[config.mk]
export PLATFORM = sky130hd
export DESIGN_NAME = llc_angle
export DESIGN_NICKNAME = d
export VERILOG_FILES = /design/src/hw/rtl/llc_pkg.sv /design/src/hw/rtl/llc_angle.sv
export SDC_FILE = /design/constraint.sdc
export NUM_CORES = 2
export LEC_CHECK = 0
export BUFFER_PORTS_ARGS = -buffer_cell sky130_fd_sc_hd__clkbuf_2
export CAP_MARGIN = 20
export CORE_MARGIN = 10
export CORE_UTILIZATION = 45
export CTS_CLUSTER_DIAMETER = 60
export CTS_CLUSTER_SIZE = 24
export DETAILED_ROUTE_END_ITERATION = 16
export PLACE_DENSITY = 0.71
export SLEW_MARGIN = 0
export SYNTH_ARGS = -nofsm -noshare
export SYNTH_HDL_FRONTEND = slang
export SYNTH_SLANG_ARGS = --single-unit
[constraint.sdc]
create_clock -name clk -period 35.7 [get_ports clk]
set_clock_uncertainty 0.1 [all_clocks]
set_input_delay 7.14 -clock clk [delete_from_list [all_inputs] [get_ports clk]]
set_output_delay 7.14 -clock clk [all_outputs]
set_load 0.03 [all_outputs]
[src/hw/rtl/llc_pkg.sv]
// ----------------------------------------------------------------------------
// llc_pkg
// Shared widths, constants, types and the CORDIC arctangent table for the
// latitude/longitude to Cartesian converter.
// ----------------------------------------------------------------------------
package llc_pkg;

  localparam int CORDIC_ITERATIONS = 24;

  localparam int LAT_W  = 24;
  localparam int LON_W  = 26;
  localparam int HGT_W  = 32;
  localparam int RAD_W  = 32;
  localparam int OUT_W  = 40;

  localparam int ANG_W  = 27;   // wrapped angle, Q16 degrees
  localparam int MAG_W  = 23;   // folded angle magnitude
  localparam int CW     = 34;   // CORDIC datapath, Q30
  localparam int RT_W   = 34;   // radius plus height
  localparam int STEP_W = 5;
  localparam int FRAC_Q = 30;

  localparam int ANGLE_STAGES = 5;
  localparam int SCALE_STAGES = 5;
  localparam int PIPE_DEPTH   = ANGLE_STAGES + CORDIC_ITERATIONS + SCALE_STAGES;
  localparam int CNT_W        = $clog2(PIPE_DEPTH + 1);

  localparam logic [RAD_W-1:0] RADIUS_RESET = 32'd1631034624;

  localparam logic signed [ANG_W-1:0] ANG_FULL    = 27'sd23592960;
  localparam logic signed [ANG_W-1:0] ANG_HALF    = 27'sd11796480;
  localparam logic signed [ANG_W-1:0] ANG_QUARTER = 27'sd5898240;

  // degrees (Q16) to radians (Q30): 285*m + (m*5631313 + 2949120) / (45 * 2^17)
  localparam logic [22:0] RAD_FRAC_MUL   = 23'd5631313;
  localparam logic [21:0] RAD_FRAC_BIAS  = 22'd2949120;
  localparam logic [8:0]  RAD_INT_MUL    = 9'd285;
  localparam int          RAD_FRAC_SHIFT = 17;
  localparam logic [28:0] DIV45_RECIP    = 29'd381774871;
  localparam int          DIV45_SHIFT    = 34;

  localparam logic signed [CW-1:0] CORDIC_GAIN = 34'sd652032874;

  typedef struct packed {
    logic signed [CW-1:0] x;
    logic signed [CW-1:0] y;
    logic signed [CW-1:0] z;
  } llc_rot_t;

  typedef struct packed {
    llc_rot_t                lat;
    llc_rot_t                lon;
    logic                    lat_neg;
    logic                    lon_neg;
    logic signed [RT_W-1:0]  radius;
  } llc_cell_t;

  function automatic logic [31:0] atan_q30(input logic [STEP_W-1:0] i);
    logic [31:0] a;
    unique case (i)
      5'd0:  a = 32'h3243F6A8;
      5'd1:  a = 32'h1DAC6705;
      5'd2:  a = 32'h0FADBAFC;
      5'd3:  a = 32'h07F56EA6;
      5'd4:  a = 32'h03FEAB76;
      5'd5:  a = 32'h01FFD55B;
      5'd6:  a = 32'h00FFFAAA;
      5'd7:  a = 32'h007FFF55;
      5'd8:  a = 32'h003FFFEA;
      5'd9:  a = 32'h001FFFFD;
      5'd10: a = 32'h000FFFFF;
      5'd11: a = 32'h0007FFFF;
      5'd12: a = 32'h0003FFFF;
      5'd13: a = 32'h0001FFFF;
      5'd14: a = 32'h0000FFFF;
      5'd15: a = 32'h00007FFF;
      5'd16: a = 32'h00003FFF;
      5'd17: a = 32'h00001FFF;
      5'd18: a = 32'h00000FFF;
      5'd19: a = 32'h000007FF;
      5'd20: a = 32'h000003FF;
      5'd21: a = 32'h000001FF;
      5'd22: a = 32'h000000FF;
      5'd23: a = 32'h0000007F;
      5'd24: a = 32'h0000003F;
      5'd25: a = 32'h0000001F;
      5'd26: a = 32'h0000000F;
      5'd27: a = 32'h00000008;
      5'd28: a = 32'h00000004;
      5'd29: a = 32'h00000002;
      5'd30: a = 32'h00000001;
      5'd31: a = 32'h00000000;
    endcase
    return a;
  endfunction

endpackage

[src/hw/rtl/llc_angle.sv]
// ----------------------------------------------------------------------------
// llc_angle
// Wraps and folds both angles, converts them to Q30 radians and seeds the
// CORDIC cells. Five register stages with a local ready chain.
// ----------------------------------------------------------------------------
module llc_angle (
  input  logic                              clk,
  input  logic                              rst,
  input  logic                              in_valid,
  output logic                              in_ready,
  input  logic signed [llc_pkg::LAT_W-1:0]  latitude,
  input  logic signed [llc_pkg::LON_W-1:0]  longitude,
  input  logic signed [llc_pkg::HGT_W-1:0]  height,
  input  logic        [llc_pkg::RAD_W-1:0]  radius,
  output logic                              out_valid,
  input  logic                              out_ready,
  output llc_pkg::llc_cell_t                out_data
);
  import llc_pkg::*;

  localparam int NS   = ANGLE_STAGES;
  localparam int P_W  = 46;
  localparam int Q_W  = P_W - RAD_FRAC_SHIFT;
  localparam int QP_W = Q_W + 29;
  localparam int I_W  = 32;

  logic [NS-1:0] vld;
  logic [NS:0]   rdy;
  logic [NS-1:0] vin;
  logic [NS-1:0] ld;

  assign vin     = {vld[NS-2:0], in_valid};
  assign rdy[NS] = out_ready;
  assign ld      = rdy[NS-1:0] & vin;

  for (genvar k = 0; k < NS; k++) begin : g_rdy
    assign rdy[k] = !vld[k] || rdy[k+1];
  end

  assign in_ready  = rdy[0];
  assign out_valid = vld[NS-1];

  always_ff @(posedge clk) begin
    if (rst) begin
      vld <= '0;
    end else begin
      for (int k = 0; k < NS; k++) begin
        if (rdy[k]) begin
          vld[k] <= vin[k];
        end
      end
    end
  end

  // stage registers
  logic signed [ANG_W-1:0] s0_ang [2];
  logic signed [RT_W-1:0]  s0_rt;
  logic [MAG_W-1:0]        s1_mag [2];
  logic [1:0]              s1_sgn, s1_neg;
  logic signed [RT_W-1:0]  s1_rt;
  logic [P_W-1:0]          s2_p [2];
  logic [I_W-1:0]          s2_i [2];
  logic [1:0]              s2_sgn, s2_neg;
  logic signed [RT_W-1:0]  s2_rt;
  logic [MAG_W-1:0]        s3_d [2];
  logic [I_W-1:0]          s3_i [2];
  logic [1:0]              s3_sgn, s3_neg;
  logic signed [RT_W-1:0]  s3_rt;

  logic signed [ANG_W-1:0] ang_in [2];
  logic signed [ANG_W-1:0] wrp [2];
  logic signed [ANG_W-1:0] fld [2];
  logic [1:0]              fneg;
  logic [MAG_W-1:0]        mag [2];
  logic [Q_W-1:0]          quo [2];
  logic [QP_W-1:0]         qprod [2];
  logic signed [CW-1:0]    zmag [2];
  logic signed [CW-1:0]    zval [2];

  assign ang_in[0] = {{(ANG_W-LAT_W){latitude[LAT_W-1]}}, latitude};
  assign ang_in[1] = {{(ANG_W-LON_W){longitude[LON_W-1]}}, longitude};

  always_comb begin
    for (int k = 0; k < 2; k++) begin
      // into [-180, 180)
      priority if (ang_in[k] >= ANG_HALF) begin
        wrp[k] = ang_in[k] - ANG_FULL;
      end else if (ang_in[k] < -ANG_HALF) begin
        wrp[k] = ang_in[k] + ANG_FULL;
      end else begin
        wrp[k] = ang_in[k];
      end
      // into [-90, 90], sine and cosine flipped
      priority if (s0_ang[k] > ANG_QUARTER) begin
        fld[k]  = s0_ang[k] - ANG_HALF;
        fneg[k] = 1'b1;
      end else if (s0_ang[k] < -ANG_QUARTER) begin
        fld[k]  = s0_ang[k] + ANG_HALF;
        fneg[k] = 1'b1;
      end else begin
        fld[k]  = s0_ang[k];
        fneg[k] = 1'b0;
      end
      mag[k]   = MAG_W'(fld[k][ANG_W-1] ? -fld[k] : fld[k]);
      quo[k]   = s2_p[k][P_W-1:RAD_FRAC_SHIFT];
      qprod[k] = QP_W'(quo[k]) * QP_W'(DIV45_RECIP);
      zmag[k]  = CW'(s3_i[k]) + CW'(s3_d[k]);
      zval[k]  = s3_sgn[k] ? -zmag[k] : zmag[k];
    end
  end

  always_ff @(posedge clk) begin
    if (ld[0]) begin
      s0_ang <= wrp;
      s0_rt  <= $signed({2'b00, radius}) + {{(RT_W-HGT_W){height[HGT_W-1]}}, height};
    end
    if (ld[1]) begin
      for (int k = 0; k < 2; k++) begin
        s1_mag[k] <= mag[k];
        s1_sgn[k] <= fld[k][ANG_W-1];
      end
      s1_neg <= fneg;
      s1_rt  <= s0_rt;
    end
    if (ld[2]) begin
      for (int k = 0; k < 2; k++) begin
        s2_p[k] <= P_W'(s1_mag[k]) * P_W'(RAD_FRAC_MUL) + P_W'(RAD_FRAC_BIAS);
        s2_i[k] <= I_W'(s1_mag[k]) * I_W'(RAD_INT_MUL);
      end
      s2_sgn <= s1_sgn;
      s2_neg <= s1_neg;
      s2_rt  <= s1_rt;
    end
    if (ld[3]) begin
      for (int k = 0; k < 2; k++) begin
        s3_d[k] <= qprod[k][DIV45_SHIFT+MAG_W-1:DIV45_SHIFT];
        s3_i[k] <= s2_i[k];
      end
      s3_sgn <= s2_sgn;
      s3_neg <= s2_neg;
      s3_rt  <= s2_rt;
    end
    if (ld[4]) begin
      out_data.lat.x   <= CORDIC_GAIN;
      out_data.lat.y   <= '0;
      out_data.lat.z   <= zval[0];
      out_data.lon.x   <= CORDIC_GAIN;
      out_data.lon.y   <= '0;
      out_data.lon.z   <= zval[1];
      out_data.lat_neg <= s3_neg[0];
      out_data.lon_neg <= s3_neg[1];
      out_data.radius  <= s3_rt;
    end
  end

endmodule

==> results_dict.tcl <==
set metrics [dict create \
    synth_seq_cells 588 \
    endpoint_kind "primary output" \
    syn_avg_cell_area_um2 11.0 \
    tns_ns 0 \
    htreeDepth 2 \
    layout_worst_path_cycle_share 0.437 \
    slew_headroom 0.279 \
    cts_sinks 588 \
    dr.pass1.iters 7 \
    clk_latency_ns 0.67 \
    crit_top_cell "clkbuf_2" \
    syn_area_um2 77600 \
    required_ns 28.46 \
    layout_common_cells "inv_1, ha_1, fa_1" \
    async_flop_share 0 \
    synthMuxAreaShare 0.00105 \
    drive_gt1_frac 0.0546 \
    worstPathMaxFanout 7 \
    clk_path_buf_depth 3 \
    run_status "complete, no violations" \
    clk_pin_slew_ns 0.08 \
    drc 0 \
    yosysUniqueCellTypes 94 \
    num-nets-final 9879 \
    yosysWarnings 0 \
    synth_adder_area_share 0.506 \
    yosys.area_share.simple 0.0479 \
    synth_compound_area_frac 0.0739 \
    max_cap_viol_count 0 \
    core_area_um2 172000 \
    synth_edf_count 583 \
    row_count 152 \
    cts_buffers 52 \
    antenna_found_initial 10 \
    viasPerCell 5.14 \
    hold_buffers 0 \
    synth_cells 7041 \
    die-area_um2 190000 \
    grt_pass1_vias 53573 \
    setup_ws_ns 20.10 \
    grt_pass1_wl_um 298000 \
    final_util 0.485 \
    overflow 0 \
    layout_min_cycle_time_ns 15.61 \
    synthFlopType "edfxtp_1" \
    drtIter0Drc 2887 \
    crit_arrival_ns 8.37 \
    layout_commonest_cell "inv_1" \
    worstMarginPinSlew_ns 1.08 \
    wl_per_cell_um 19.3 \
    rsz0062_at_grt "no" \
    die_h_um 435 \
    wl_um 187000 \
    ant_nets 0 \
    synth_top_family_by_area "adder cells" \
    fp.dieW_um 435 \
    hpwlAfterDp_um 162000 \
    initial_core_util 0.453 \
    setup_violations 0 \
    hold_viol_final 0 \
    slowest_delay_ns 0.44 \
    yosysSeqAreaShare 0.227 \
    fmax_mhz 64.1 \
    slew_viol_final 0 \
    cpMaxStageDelayCell "and2_1" \
    synth_xor_area_frac 0.0386 \
    track_usage 0.197 \
    port_buffers 223 \
    cts-resized-gates 0 \
    place_congestion 0.946 \
    syn_to_final_growth_pct 7.27 \
    cts_root_buffer "clkbuf_16" \
    worstSetupStartpointType "input port" \
    dr_total_vias 49777 \
    post-place-ws_ns 20.09 \
    fillCellCount 15548 \
    critPathKind "input port to primary output" \
    grt_max_degree 69 \
    hold_class "flip-flop to flip-flop" \
    cts_tree "yes" \
    ioPinCount 360 \
    cts_setup_buffers 0 \
    path_cells "clkbuf_2 -> nor2b_1 -> and2_1 -> nand4_1 -> clkbuf_2" \
]
-- state kept, by name (all words and copies together), names as in the netlist, 5 cells and up --
name	count
out_data	104
s0_ang	53
s0_rt	34
s1_mag	46
s1_rt	34
s2_i	60
s2_p	62
s2_rt	34
s3_d	46
s3_i	64
s3_rt	34
vld	5
-- worst max-delay path, delay by kind of cell --
family                 cells  cell delay [ns]
and+or+nand+nor            3             0.91
buffers and inverters      2             0.31
-- final timing paths --
kind	start	end	slack, ns	cells past startpoint
min reg2reg	s2_i[0][44]	s3_i[0][44]	0.30	0
min	s2_i[0][44]	s3_i[0][44]	0.30	0
max reg2reg	s2_p[0][26]	s3_d[0][20]	27.05	26
max	out_ready	in_ready	20.10	5
-- metrics by stage --
stage / hold WS (ns) / std cells / instance area, um^2
after floorplan: 0.300 / 7175 / 78100
after global placement: 0.301 / 9558 / 81200
after detailed placement: 0.305 / 9558 / 81200
after CTS: 0.299 / 9655 / 83200
after global routing: 0.316 / 9692 / 83300
final: 0.295 / 9692 / 83300
-- layer usage --
metal  up-vias  track usage  wire, um
li1      23176            -         -
met1     25042        0.272     83000
met2      1334        0.319     85500
met3       223       0.0270     10800
met4         2       0.0686      7360
met5         -            0        54
-- cells by family (layout without fill, tap and decap cells) --
logic type,after synthesis,after routing
fa+ha+maj,2458,2458
buf+inv,2051,2222
compound gates,863,863
simple gates,729,729
flops,588,588
xor+xnor,342,342
mux,8,8
other cells,2,172
-- synth_stat cells (7+ instances only) --
cell,number,share of area
a211oi_1,23,0.0022
o22ai_1,8,0.00064
a221oi_1,9,0.0010
nor4_1,12,0.00097
a21oi_1,226,0.015
a21boi_0,9,0.00087
nand2_1,169,0.0082
edfxtp_1,583,0.23
or4_1,10,0.00097
and3_1,34,0.0027
o31ai_1,32,0.0031
buf_4,137,0.013
xnor2_1,231,0.026
or3_1,23,0.0019
or2_2,11,0.00089
a21o_1,145,0.014
o211ai_1,24,0.0023
nand3_1,72,0.0046
a311oi_1,7,0.00079
o21ai_0,161,0.010
clkbuf_1,41,0.0020
nand2b_1,21,0.0017
nor3b_1,7,0.00068
a211o_1,17,0.0019
fa_1,1133,0.29
nor2b_1,33,0.0027
nand4_1,31,0.0025
and2_1,30,0.0024
ha_1,1325,0.21
and4_1,10,0.0011
inv_1,1868,0.090
o21bai_1,31,0.0030
o21a_1,37,0.0036
xor2_1,111,0.013
a22oi_1,7,0.00068
nor2_1,166,0.0080
nor3_1,70,0.0045
a31oi_1,30,0.0024
o21ai_1,7,0.00045
mux2i_1,7,0.00090
-- final cells by class --
| cell class | count | area [um^2] | area share |
|---|---|---|---|
| clock inverters | 42 | 592 | 0.00711 |
| repair buffers | 257 | 1380 | 0.0165 |
| well taps | 2310 | 2890 | 0.0347 |
| clock buffers | 55 | 1360 | 0.0163 |
| multi-input cells | 4536 | 52300 | 0.629 |
| diodes | 36 | 90.1 | 0.00108 |
| flip-flops and latches | 588 | 17600 | 0.211 |
| inverters | 1868 | 7010 | 0.0842 |
Power is not shown: default switching activity piles up to over one toggle a cycle in this logic, so the estimate is an artifact.
